--- config.mk ---
export PLATFORM = sky130hd
export DESIGN_NAME = best_fit_heap_allocator_top
export DESIGN_NICKNAME = d
export VERILOG_FILES = /design/src/hdl/bfha_pkg.sv /design/src/hdl/bfha_alu.sv /design/src/hdl/bfha_table.sv /design/src/hdl/best_fit_heap_allocator_top.sv
export SDC_FILE = /design/constraint.sdc
export NUM_CORES = 2
export LEC_CHECK = 0
export BUFFER_PORTS_ARGS = -buffer_cell sky130_fd_sc_hd__buf_4
export CAP_MARGIN = 15
export CORE_MARGIN = 2
export CORE_UTILIZATION = 25
export CTS_CLUSTER_DIAMETER = 100
export CTS_CLUSTER_SIZE = 28
export DETAILED_ROUTE_END_ITERATION = 16
export PLACE_DENSITY = 0.41
export SLEW_MARGIN = 20
export SYNTH_ARGS = -nofsm -noshare
export SYNTH_HDL_FRONTEND = slang
export SYNTH_HIERARCHICAL = 1
export SYNTH_SLANG_ARGS = --single-unit
--- constraint.sdc ---
create_clock -name clk -period 12.1 [get_ports clk]
set_clock_uncertainty 0.2 [all_clocks]
set_input_delay 0.605 -clock clk [delete_from_list [all_inputs] [get_ports clk]]
set_output_delay 0.605 -clock clk [all_outputs]
set_load 0.05 [all_outputs]
--- src/hdl/bfha_pkg.sv ---
// ----------------------------------------------------------------------------
// bfha_pkg
// shared types and codes for the best-fit heap allocator
// ----------------------------------------------------------------------------
package bfha_pkg;

	localparam int HEAP_ADDR_BITS = 25;
	localparam int FIELD_BITS = HEAP_ADDR_BITS;
	localparam int HDR_BITS   = 8;
	localparam int CFG_BITS   = 25;

	localparam logic [1:0] OP_ALLOC  = 2'd0;
	localparam logic [1:0] OP_FREE   = 2'd1;
	localparam logic [1:0] OP_REINIT = 2'd2;

	localparam logic [1:0] ST_OK      = 2'd0;
	localparam logic [1:0] ST_NOFIT   = 2'd1;
	localparam logic [1:0] ST_FULL    = 2'd2;
	localparam logic [1:0] ST_UNKNOWN = 2'd3;

	localparam logic REG_HEAP_BYTES   = 1'b0;
	localparam logic REG_HEADER_BYTES = 1'b1;

	localparam logic [FIELD_BITS-1:0] HEAP_RESET   = 25'd32505856;
	localparam logic [HDR_BITS-1:0]   HEADER_RESET = 8'd16;

	typedef struct packed {
		logic [1:0]            operation;
		logic [FIELD_BITS-1:0] request_bytes;
		logic [FIELD_BITS-1:0] release_address;
	} req_t;

	typedef struct packed {
		logic [1:0]            status;
		logic [FIELD_BITS-1:0] address;
	} rsp_t;

	// shared adder controls
	typedef enum logic [1:0] {
		ADD_AB, ADD_ABH, ADD_AMB
	} add_op_t;

endpackage

--- src/hdl/bfha_alu.sv ---
// ----------------------------------------------------------------------------
// bfha_alu
// shared saturating add, wrapping subtract and compare unit
// ----------------------------------------------------------------------------
module bfha_alu #(
	parameter int W = 25
) (
	input  bfha_pkg::add_op_t op,
	input  logic [W-1:0]      a,
	input  logic [W-1:0]      b,
	input  logic [7:0]        h,
	output logic [W-1:0]      sum,
	output logic              a_ge_b
);
	import bfha_pkg::*;

	logic [W+1:0] wide;

	always_comb begin
		case (op)
			ADD_AB:  wide = {2'b0, a} + {2'b0, b};
			ADD_ABH: wide = {2'b0, a} + {2'b0, b} + (W+2)'(h);
			default: wide = {2'b0, a} - {2'b0, b};
		endcase
		if (op == ADD_AMB) sum = wide[W-1:0];
		else if (wide[W+1:W] != 2'b0) sum = '1;
		else sum = wide[W-1:0];
		a_ge_b = (a >= b);
	end

endmodule

--- src/hdl/bfha_table.sv ---
// ----------------------------------------------------------------------------
// bfha_table
// segment table memory, one write and one registered read per cycle
// ----------------------------------------------------------------------------
module bfha_table #(
	parameter int W  = 25,
	parameter int AW = 6,
	parameter int N  = 64
) (
	input  logic          clk,
	input  logic          we,
	input  logic [AW-1:0] waddr,
	input  logic [W:0]    wdata_start_used,
	input  logic [W-1:0]  wdata_size,
	input  logic [AW-1:0] raddr,
	output logic [W:0]    rdata_start_used,
	output logic [W-1:0]  rdata_size
);
	logic [2*W:0] mem [N];

	always_ff @(posedge clk) begin
		if (we) mem[waddr] <= {wdata_start_used, wdata_size};
		{rdata_start_used, rdata_size} <= mem[raddr];
	end

endmodule

--- src/hdl/best_fit_heap_allocator_top.sv ---
// ----------------------------------------------------------------------------
// best_fit_heap_allocator_top
// best-fit heap allocator with free-neighbor coalescing
// ----------------------------------------------------------------------------
// usage
//   req_valid/req_ready carry one request: allocate, free or reinitialize
//   rsp_valid/rsp_ready return one response per request (status, address)
//   cfg_we/cfg_index/cfg_data write heap_bytes (0) or header_bytes (1);
//   heap_bytes is used at the next reinitialize, header_bytes at once
// sequencing
//   one request at a time; the table sits in a memory with a registered
//   read port, so each entry visited is first read, then evaluated
//   allocate: a scan of every entry, then on a split a top-down shift
//   and the split write; free: one lookup/compact pass plus a step per merge
//   reinitialize: stale entries beyond the count are ignored
// reset
//   after arst_n the S_INIT state writes the single free segment, then ready rises
// stall
//   the response is held in an output register; the block takes no new
//   request until that response has been taken
// ----------------------------------------------------------------------------
module best_fit_heap_allocator_top #(
	parameter int MAX_SEGMENTS   = 64
) (
	input  logic             clk,
	input  logic             arst_n,
	input  logic             req_valid,
	output logic             req_ready,
	input  bfha_pkg::req_t   req,
	output logic             rsp_valid,
	input  logic             rsp_ready,
	output bfha_pkg::rsp_t   rsp,
	input  logic             cfg_we,
	input  logic             cfg_index,
	input  logic [24:0]      cfg_data
);
	import bfha_pkg::*;

	localparam int AW = $clog2(MAX_SEGMENTS);
	localparam int CW = $clog2(MAX_SEGMENTS + 1);
	localparam int W  = FIELD_BITS;

	typedef enum logic [3:0] {
		S_IDLE, S_SCAN_RD, S_SCAN_EV, S_SPLIT_RD, S_SHIFT_RD, S_SHIFT_WR,
		S_SPLIT_WR, S_SPLIT_FIX, S_FREE_RD, S_FREE_EV, S_MERGE_WR, S_RESP,
		S_FREE_END, S_INIT
	} state_t;

	state_t state_q;

	logic [W-1:0]  heap_q;
	logic [7:0]    hdr_q;
	logic [CW-1:0] count_q;
	logic [CW-1:0] idx_q;
	logic [1:0]    op_q;
	logic [W-1:0]  reqb_q, rel_q;
	logic [W-1:0]  best_q;
	logic          found_q;
	logic [AW-1:0] pick_q;
	logic [W-1:0]  pstart_q, psize_q;
	logic [CW-1:0] wr_q;       // compaction write pointer
	logic          hit_q;
	logic [W-1:0]  rstart_q, rsize_q;   // pending entry waiting to be written at wr_q
	logic          rused_q;
	rsp_t          rsp_q;
	logic          rsp_valid_q;

	// free pass decode of the entry just read
	logic          fr_hit, fr_used, fr_merge;

	// table ports
	logic          we;
	logic [AW-1:0] waddr, raddr;
	logic [W:0]    wsu, rsu;
	logic [W-1:0]  wsz, rsz;

	bfha_table #(.W(W), .AW(AW), .N(MAX_SEGMENTS)) u_table (
		.clk, .we, .waddr, .wdata_start_used(wsu), .wdata_size(wsz),
		.raddr, .rdata_start_used(rsu), .rdata_size(rsz)
	);

	wire [W-1:0] r_start = rsu[W:1];
	wire         r_used  = rsu[0];

	// shared arithmetic unit
	add_op_t       aop;
	logic [W-1:0]  aa, ab, asum;
	logic          age;

	bfha_alu #(.W(W)) u_alu (
		.op(aop), .a(aa), .b(ab), .h(hdr_q), .sum(asum), .a_ge_b(age)
	);

	// need = request + header, computed once and kept one bit wider than a
	// size; its carry bit marks a need above 2^W-1, which no segment can meet
	logic [W:0] need;
	assign need = {1'b0, reqb_q} + (W+1)'(hdr_q);

	// operand steering
	always_comb begin
		aop = ADD_ABH; aa = r_start; ab = '0;
		unique case (state_q)
			S_SPLIT_WR:  begin aop = ADD_ABH; aa = pstart_q; ab = reqb_q; end
			S_SPLIT_FIX: begin aop = ADD_ABH; aa = pstart_q; ab = '0; end
			S_MERGE_WR:  begin aop = ADD_ABH; aa = rsize_q; ab = rsz; end
			S_FREE_EV:   begin aop = ADD_ABH; aa = r_start; ab = '0; end
			S_IDLE:      begin aop = ADD_AMB; aa = heap_q; ab = W'(hdr_q); end
			S_INIT:      begin aop = ADD_AMB; aa = heap_q; ab = W'(hdr_q); end
			default:     begin aop = ADD_ABH; aa = pstart_q; ab = '0; end
		endcase
	end

	// data offset match, first hit only; a hit entry counts as free
	always_comb begin
		fr_hit   = !hit_q && (asum == rel_q);
		fr_used  = fr_hit ? 1'b0 : r_used;
		fr_merge = (idx_q != '0) && !fr_used && !rused_q;
	end

	// memory read address
	always_comb begin
		raddr = idx_q[AW-1:0];
	end

	// memory write
	always_comb begin
		we = 1'b0; waddr = idx_q[AW-1:0]; wsu = '0; wsz = '0;
		unique case (state_q)
			S_SHIFT_WR: begin
				we = 1'b1; waddr = AW'(idx_q + 1'b1); wsu = rsu; wsz = rsz;
			end
			S_SPLIT_WR: begin
				we = 1'b1; waddr = AW'(pick_q + 1'b1);
				wsu = {asum, 1'b0}; wsz = psize_q - need[W-1:0];
			end
			S_SPLIT_FIX: begin
				we = 1'b1; waddr = pick_q; wsu = {pstart_q, 1'b1};
				wsz = (psize_q > need[W-1:0] || need[W]) ? reqb_q : psize_q;
			end
			S_FREE_EV: begin
				// compact: flush the pending entry unless this one merges into it
				if (idx_q != '0 && !fr_merge) begin
					we = 1'b1; waddr = wr_q[AW-1:0];
					wsu = {rstart_q, rused_q}; wsz = rsize_q;
				end
			end
			S_FREE_END: begin
				we = 1'b1; waddr = wr_q[AW-1:0];
				wsu = {rstart_q, rused_q}; wsz = rsize_q;
			end
			S_IDLE: begin
				we = req_valid && req_ready && req.operation == OP_REINIT;
				waddr = '0; wsu = '0;
				wsz = (heap_q > W'(hdr_q)) ? asum : '0;
			end
			S_INIT: begin
				we = 1'b1; waddr = '0; wsu = '0;
				wsz = (heap_q > W'(hdr_q)) ? asum : '0;
			end
			default: ;
		endcase
	end

	assign req_ready = (state_q == S_IDLE) && !rsp_valid_q;
	assign rsp_valid = rsp_valid_q;
	assign rsp = rsp_q;

	always_ff @(posedge clk or negedge arst_n) begin
		if (!arst_n) begin
			state_q     <= S_INIT;
			heap_q      <= HEAP_RESET;
			hdr_q       <= HEADER_RESET;
			count_q     <= CW'(1);
			op_q        <= OP_REINIT;
			rsp_valid_q <= 1'b0;
			rsp_q       <= '0;
			idx_q       <= '0;
			found_q     <= 1'b0;
			hit_q       <= 1'b0;
			wr_q        <= '0;
			pick_q      <= '0;
			best_q      <= '0;
			reqb_q <= '0; rel_q <= '0; pstart_q <= '0; psize_q <= '0;
			rstart_q <= '0; rsize_q <= '0; rused_q <= 1'b0;
		end else begin
			if (cfg_we) begin
				if (cfg_index == REG_HEAP_BYTES) heap_q <= cfg_data;
				else hdr_q <= cfg_data[7:0];
			end
			if (rsp_valid_q && rsp_ready) rsp_valid_q <= 1'b0;
			unique case (state_q)
				// one free segment covering the heap
				S_INIT: begin
					count_q <= CW'(1);
					state_q <= S_IDLE;
				end
				S_IDLE: if (req_valid && req_ready) begin
					op_q   <= req.operation;
					reqb_q <= req.request_bytes;
					rel_q  <= req.release_address;
					idx_q  <= '0;
					found_q <= 1'b0;
					best_q <= '1;
					hit_q  <= 1'b0;
					wr_q   <= '0;
					rsp_q  <= '{status: ST_OK, address: '0};
					unique case (req.operation)
						OP_ALLOC:  state_q <= S_SCAN_RD;
						OP_FREE:   state_q <= S_FREE_RD;
						OP_REINIT: begin count_q <= CW'(1); state_q <= S_RESP; end
						default:   state_q <= S_RESP;
					endcase
				end
				// ---- allocate: best-fit scan
				S_SCAN_RD: state_q <= S_SCAN_EV;
				S_SCAN_EV: begin
					if (!r_used && !need[W] && rsz >= need[W-1:0] && rsz <= best_q) begin
						best_q <= rsz; pick_q <= idx_q[AW-1:0];
						pstart_q <= r_start; psize_q <= rsz; found_q <= 1'b1;
					end
					if (idx_q + 1'b1 < count_q) begin
						idx_q <= idx_q + 1'b1; state_q <= S_SCAN_RD;
					end else begin
						state_q <= S_SPLIT_RD;
					end
				end
				S_SPLIT_RD: begin
					if (!found_q && !(!r_used && !need[W] && rsz >= need[W-1:0]
						&& rsz <= best_q)) begin
						rsp_q.status <= ST_NOFIT; state_q <= S_RESP;
					end else if (psize_q > need[W-1:0]) begin
						if (count_q >= CW'(MAX_SEGMENTS)) begin
							rsp_q.status <= ST_FULL; state_q <= S_RESP;
						end else begin
							idx_q <= count_q - 1'b1;
							state_q <= (count_q - 1'b1 > CW'(pick_q)) ? S_SHIFT_RD
								: S_SPLIT_WR;
						end
					end else begin
						state_q <= S_SPLIT_FIX;
					end
				end
				// shift entries above pick up by one, from the top down
				S_SHIFT_RD: state_q <= S_SHIFT_WR;
				S_SHIFT_WR: begin
					if (idx_q - 1'b1 > CW'(pick_q)) begin
						idx_q <= idx_q - 1'b1; state_q <= S_SHIFT_RD;
					end else begin
						state_q <= S_SPLIT_WR;
					end
				end
				S_SPLIT_WR: begin
					count_q <= count_q + 1'b1;
					state_q <= S_SPLIT_FIX;
				end
				// data offset of the chosen segment
				S_SPLIT_FIX: begin
					rsp_q.address <= asum;
					state_q <= S_RESP;
				end
				// ---- free: lookup and compact in one pass, free runs collapse
				// into their first entry; with no hit nothing moves
				S_FREE_RD: state_q <= S_FREE_EV;
				S_FREE_EV: begin
					if (fr_hit) hit_q <= 1'b1;
					if (fr_merge) begin
						state_q <= S_MERGE_WR;
					end else begin
						if (idx_q != '0) wr_q <= wr_q + 1'b1;
						rstart_q <= r_start; rsize_q <= rsz; rused_q <= fr_used;
						if (idx_q + 1'b1 < count_q) begin
							idx_q <= idx_q + 1'b1; state_q <= S_FREE_RD;
						end else begin
							state_q <= S_FREE_END;
						end
					end
				end
				// absorb the entry just read into the pending run head
				S_MERGE_WR: begin
					rsize_q <= asum;
					if (idx_q + 1'b1 < count_q) begin
						idx_q <= idx_q + 1'b1; state_q <= S_FREE_RD;
					end else begin
						state_q <= S_FREE_END;
					end
				end
				S_FREE_END: begin
					count_q <= wr_q + 1'b1;
					if (!hit_q) rsp_q.status <= ST_UNKNOWN;
					state_q <= S_RESP;
				end
				default: ;
			endcase
			if (state_q == S_RESP && !rsp_valid_q) begin
				rsp_valid_q <= 1'b1;
				if (op_q != OP_ALLOC) rsp_q.address <= '0;
				state_q <= S_IDLE;
			end
		end
	end

endmodule

Yosys cells after proc, flatten, opt, wreduce, memory -nomap -nowiden
Memories as Yosys holds them, arrays and structs flattened. A register that Yosys moved wholly into a read port is not among the register bits. Index checks and enable logic that the tools add are counted.

Memories: 1. Bits in writable memories: 3264. Register bits: 272.

Memories: u_table.mem (depth 64, width 51, read ports 1, clocked after Yosys merged registers in 1, wr ports 1, RTL line bfha_table.sv:19) `logic [2*W:0] mem [N];`.

Add/sub/neg operators: 11. Mux-type cells: 66. Magnitude comparators: 8. Bitwise gates (word level): 2. Reductions and logical operators: 54. Equality and inequality tests: 32.

Operators by type and width (number): $mux 25 (10); $pmux 25 s2 (3); $pmux 25 s3 (2); $pmux 25 s6 (1); $pmux 26 s5 (1); $mux 7 (11); $pmux 27 s2 (1); $pmux 4 s12 (1); $pmux 6 s6 (1); $pmux 7 s5 (1); $pmux 7 s4 (1); $add 27x8->27 (1); $mux 27 (1); $add 25x25->26 (1); $add 25x8->26 (1); $mux 26 (1); $sub 25x25->26 (1); $eq 25x25->1 (1); $ge 25x25->1 (1); $gt 25x25->1 (1); $gt 25x8->1 (1); $le 25x25->1 (1); $sub 25x25->25 (1); $eq 4x4->1 const B (6); 43 further kinds (122).

Depth between registers and ports, before layout
Depth in word-level cells: 21. Mapped depth: 42. Mapped depth without buffers: 36.

Modules after synthesis
The synthesis kept the hierarchy.

By module, submodules not included: bfha_table (cells an instance 5184, instances 1, area each 124623.3 um^2, seq. area each 99035.0 um^2); best_fit_heap_allocator_top (cells an instance 2067, instances 1, area each 18597.8 um^2, seq. area each 6820.3 um^2); bfha_alu (cells an instance 570, instances 1, area each 3833.7 um^2, seq. area each 0.0 um^2).

Worst setup path before layout
Ideal clock, no wire load.

Path type: register to register. Start point: reg state_q[0]. End point: mem u_table/mem[33][0] in the netlist's numbering, enable pin. Arrival: 11339 ps. Period minus slack after synthesis: 12061 ps. Setup slack: 39 ps. Stages on the path, launching flop included: 42. Cell sequence: dfstp_2 clkbuf_1 nand3_1 a21oi_1 clkbuf_1 buf_1 a222oi_1 inv_1 inv_1 ha_1 nor2b_1 o311ai_1 nand2_1 a21oi_1 nor2_1 nor2_1 xor2_1 ha_1 (+6 left out) and4_1 o31a_4 buf_6 nand2_1 xor2_1 nor4_1 nand4_1 o41ai_1 nor2b_1 or2_2 nand2_1 clkbuf_1 clkbuf_1 a221o_1 clkbuf_1 nor2_1 nand4_1 nor3_1.

Elaborated cells between the ends (all ways): 40. Classes of those cells: 3 x add/sub; 10 x eq/ne; 13 x mux; 14 x reduce/logical.

RTL lines: from (decl) (RTL line best_fit_heap_allocator_top.sv:49) `state_t state_q;`; from (signal assigned) (RTL line best_fit_heap_allocator_top.sv:236) `state_q <= (count_q - 1'b1 > CW'(pick_q)) ? S_SHIFT_RD`; $eq 4x4->1 / $logic_not 4->1 (equally long branches) (RTL line best_fit_heap_allocator_top.sv:102) `unique case (state_q)`; $reduce_or 2->1 (no source line) *; $mux 2 * (RTL line best_fit_heap_allocator_top.sv:102); named net aop[1] (RTL line best_fit_heap_allocator_top.sv:86) `add_op_t aop;`; $eq 2x1->1 / $logic_not 2->1 (equally long branches) (RTL line bfha_alu.sv:20) `case (op)`; $pmux 27 s2 (RTL line bfha_alu.sv:20); $reduce_bool 2->1 (RTL line bfha_alu.sv:26) `else if (wide[W+1:W] != 2'b0) sum = '1;`; $mux 25 (RTL line bfha_alu.sv:26); (+1 left out); named net asum[9] (RTL line best_fit_heap_allocator_top.sv:87) `logic [W-1:0] aa, ab, asum;`; (+2 left out); $mux 1 * (RTL line best_fit_heap_allocator_top.sv:116) `fr_used = fr_hit ? 1'b0 : r_used;`; $logic_not 1->1 * (RTL line best_fit_heap_allocator_top.sv:117) `fr_merge = (idx_q != '0) && !fr_used && !rused_q;`; $logic_and 1x1->1 * (2 in a row) (RTL line best_fit_heap_allocator_top.sv:117); $logic_not 1->1 * (RTL line best_fit_heap_allocator_top.sv:142) `if (idx_q != '0 && !fr_merge) begin`; $logic_and 1x1->1 * (RTL line best_fit_heap_allocator_top.sv:142); $mux 6 * (RTL line best_fit_heap_allocator_top.sv:142); $pmux 6 s6 * (RTL line best_fit_heap_allocator_top.sv:128) `unique case (state_q)`; named net waddr[3] (RTL line best_fit_heap_allocator_top.sv:73) `logic [AW-1:0] waddr, raddr;`; to (decl) (RTL line bfha_table.sv:19).

The timed path passes the listed nets; every way through them passes the cells marked *.

Worst setup path in the final report
Start point: reg state_q[3]. End point: mem u_table/mem[6][37] in the netlist's numbering, enable pin.

Elaborated cells between the ends (all ways): 40. Classes of those cells: 3 x add/sub; 10 x eq/ne; 13 x mux; 14 x reduce/logical.

RTL lines: $eq 4x4->1 / $logic_not 4->1 (equally long branches) (RTL line best_fit_heap_allocator_top.sv:102); $reduce_or 2->1 (no source line); $pmux 25 s3 * (RTL line best_fit_heap_allocator_top.sv:102); named net ab[8] (RTL line best_fit_heap_allocator_top.sv:87); $add 25x25->26 (RTL line bfha_alu.sv:21, bfha_alu.sv:22); $add 27x8->27 (RTL line bfha_alu.sv:22) `ADD_ABH: wide = {2'b0, a} + {2'b0, b} + (W+2)'(h);`; $pmux 27 s2 * (RTL line bfha_alu.sv:20); $reduce_bool 2->1 (RTL line bfha_alu.sv:26); (+2 left out); named net asum[19] (RTL line best_fit_heap_allocator_top.sv:87); (+2 left out); $mux 1 * (RTL line best_fit_heap_allocator_top.sv:116); $logic_not 1->1 * (RTL line best_fit_heap_allocator_top.sv:117); $logic_and 1x1->1 * (2 in a row) (RTL line best_fit_heap_allocator_top.sv:117); $logic_not 1->1 * (RTL line best_fit_heap_allocator_top.sv:142); $logic_and 1x1->1 * (RTL line best_fit_heap_allocator_top.sv:142); $mux 6 * (RTL line best_fit_heap_allocator_top.sv:142); $pmux 6 s6 * (RTL line best_fit_heap_allocator_top.sv:128); named net waddr[0] (RTL line best_fit_heap_allocator_top.sv:73).

Marked as above.

==> flow_summary.ini <==
[clock_tree]
number_of_buffers_created_by_cts = 161
clk_path_buf_depth = 4
clockRootBuffer = sky130_fd_sc_hd__clkbuf_16
tritoncts = done
worstSkewPairLatency_ns = 0.96
cts_post_setup_buffers_inserted = 0
number_of_clock_sinks = 3587
cts_htree_levels = 4
path_clk_slew_ns = 0.10

[yosys]
synthesis.instances = 7814
postSynthNetCount = 8069
syn_avg_cell_area_um2 = 18.8
yosys_warnings = 6
mapped_cell_area_um2 = 147000

[global_routing]
grt_remaining_overflow = 0
antenna_found_initial = 43
grtUsageTotal_pct = 15.7
grt_max_degree = 110
vias_in_the_first_global_route = 78501
global_route_wire_length_before_repair_um = 662000

[worst_setup_path]
crit_type = reg2reg
cp-start-kind = flop
cp.required_ns = 12.54
setup.reg_to_reg.worst_slack_ns = 1.20
critPathSlowestCell = sky130_fd_sc_hd__dfstp_2
end_kind = flop
rr_worst_depth = 32
critical-path-top-cell-by-count = sky130_fd_sc_hd__buf_4
timing.rr.start = state_q[3]
timing.critical_path.slowest_cell_delay_ns = 0.79
arrival_time_worst_endpoint_ns = 11.34
crit-reg2reg-capture = u_table/mem[6][37]
timing.critical_path.fanout_max = 65

[power]
maximum_vdd_drop_uv = 100
power_per_cell_area_nw_per_um2 = 122
total_power_w = 0.0205
total_leakage_power_nw = 62.5

[drt]
antenna_left = 0
wl_per_cell_um = 29.9
drt_pass1_iterations = 9
number_of_vias_per_cell_after_detailed_routing = 4.88
vias = 78243
detail_route.drc_violations = 0
initialDrtViolationCount = 8639
routed_wl_um = 480000

[final_layout]
largest_register_ffs = 3264
nets = 8404
top_register = u_table/mem
layout_common_cells = 3,264 x sky130_fd_sc_hd__edfxtp_1, 886 x sky130_fd_sc_hd__mux4_2, 454 x sky130_fd_sc_hd__nand2_1
final_common_cell = sky130_fd_sc_hd__edfxtp_1
syn2layout_area_growth_pct = 14.1
final_layout_size_suffix_gt1_share_pct = 24.5

[hold_path]
hold_path.startpoint = req_valid
min_path_type = in2reg
worst_hold_path.num_cells = 3
hold_end = found_q

[timing]
maxClockFrequency_mhz = 91.7
hold_violations = 0
timing.final.crit_share_pct = 90.1
fin_setup_tns_ns = 0
final_max_slew_viol_count = 0
setup_viol = 0
post-route-min-period_ns = 10.90
slew_headroom_pct = 25.2
worstMarginPinSlew_ns = 1.12
rsz0062_at_grt = false

[floorplanning]
core_area_um2 = 586000
die_h_um = 771
initial_utilization_pct = 25.1
die_span_x_um = 771
full_die_area_um2 = 594000
num_rows = 281
top_level_ports = 112

[run]
cap_viol_max_count = 0

[placed_design]
place_congestion = 0.884
place.port_buffers = 111
hpwl_um = 317000

[run_status]
run_status = finished, final reports clean
[routing by layer]
layer  track usage [%]  vias to the layer above  part of all wire (%)
met3              2.02                      389                   5.4
met4              3.02                        2                   2.0
met5                 0                        -                0.0027
li1                  -                    32377                     -
met2              25.5                     2425                    47
met1              22.6                    43050                    46
[final cells by class]
class                      instances  area [µm²]
sequential                      3587      106000
timing repair buffer             614        6910
inverter                         140         528
clock inverter                    43         591
tap                             7782        9740
multi-input combinational       3645       39700
fill                           57708      418000
clock buffer                     206        4260
antenna                           21        52.6
[report_power, final]
group / leakage [nW] / internal, W / total, W / switching (W)
sequential: 41.7 / 0.0133 / 0.0134 / 0.0000675
combinational: 18.4 / 0.000137 / 0.000337 / 0.000200
clock: 2.34 / 0.00264 / 0.00672 / 0.00408
[worst max-delay path by stage]
| stage | start | end | slack (ns) | depth (start not counted) |
|---|---|---|---|---|
| after global placement | state_q[2] | u_table/mem[6][37] | 1.09 | 39 |
| after detailed placement | state_q[3] | u_table/mem[6][32] | 1.21 | 32 |
| final | state_q[3] | u_table/mem[6][37] | 1.20 | 32 |
| after global routing | state_q[3] | u_table/mem[6][37] | 0.63 | 33 |
| after floorplan | state_q[0] | u_table/mem[33][0] | 0.06 | 41 |
| after CTS | state_q[3] | u_table/mem[6][28] | 1.24 | 32 |
[metrics by stage]
step,instance area (µm²),hold WS (ns),worst slack (ns),std cells,util [%]
after floorplan,147000,0.109,0.0602,7814,-
after global placement,162000,0.249,1.09,15683,27.6
after detailed placement,162000,0.271,1.21,15683,27.6
after CTS,168000,0.0258,1.24,16015,28.6
after global routing,168000,0.0765,0.630,16019,28.6
final,168000,0.121,1.20,16038,28.6
[worst max-delay path: cells and delay by family (launching register included)]
kind	cells	cell delay, ns
simple gates	14	3.79
fa+ha+maj	1	0.44
compound gates	9	3.13
xor+xnor	2	0.52
flops	1	0.79
buf+inv	6	1.69
[what timing repair did]
item | 4_1_cts | 5_1_grt
hold buffers | 83 | 0
resized for setup | 0 | 0
hold endpoints to repair | 193 | 0
No activity file was read; power rests on OpenSTA's default activity.
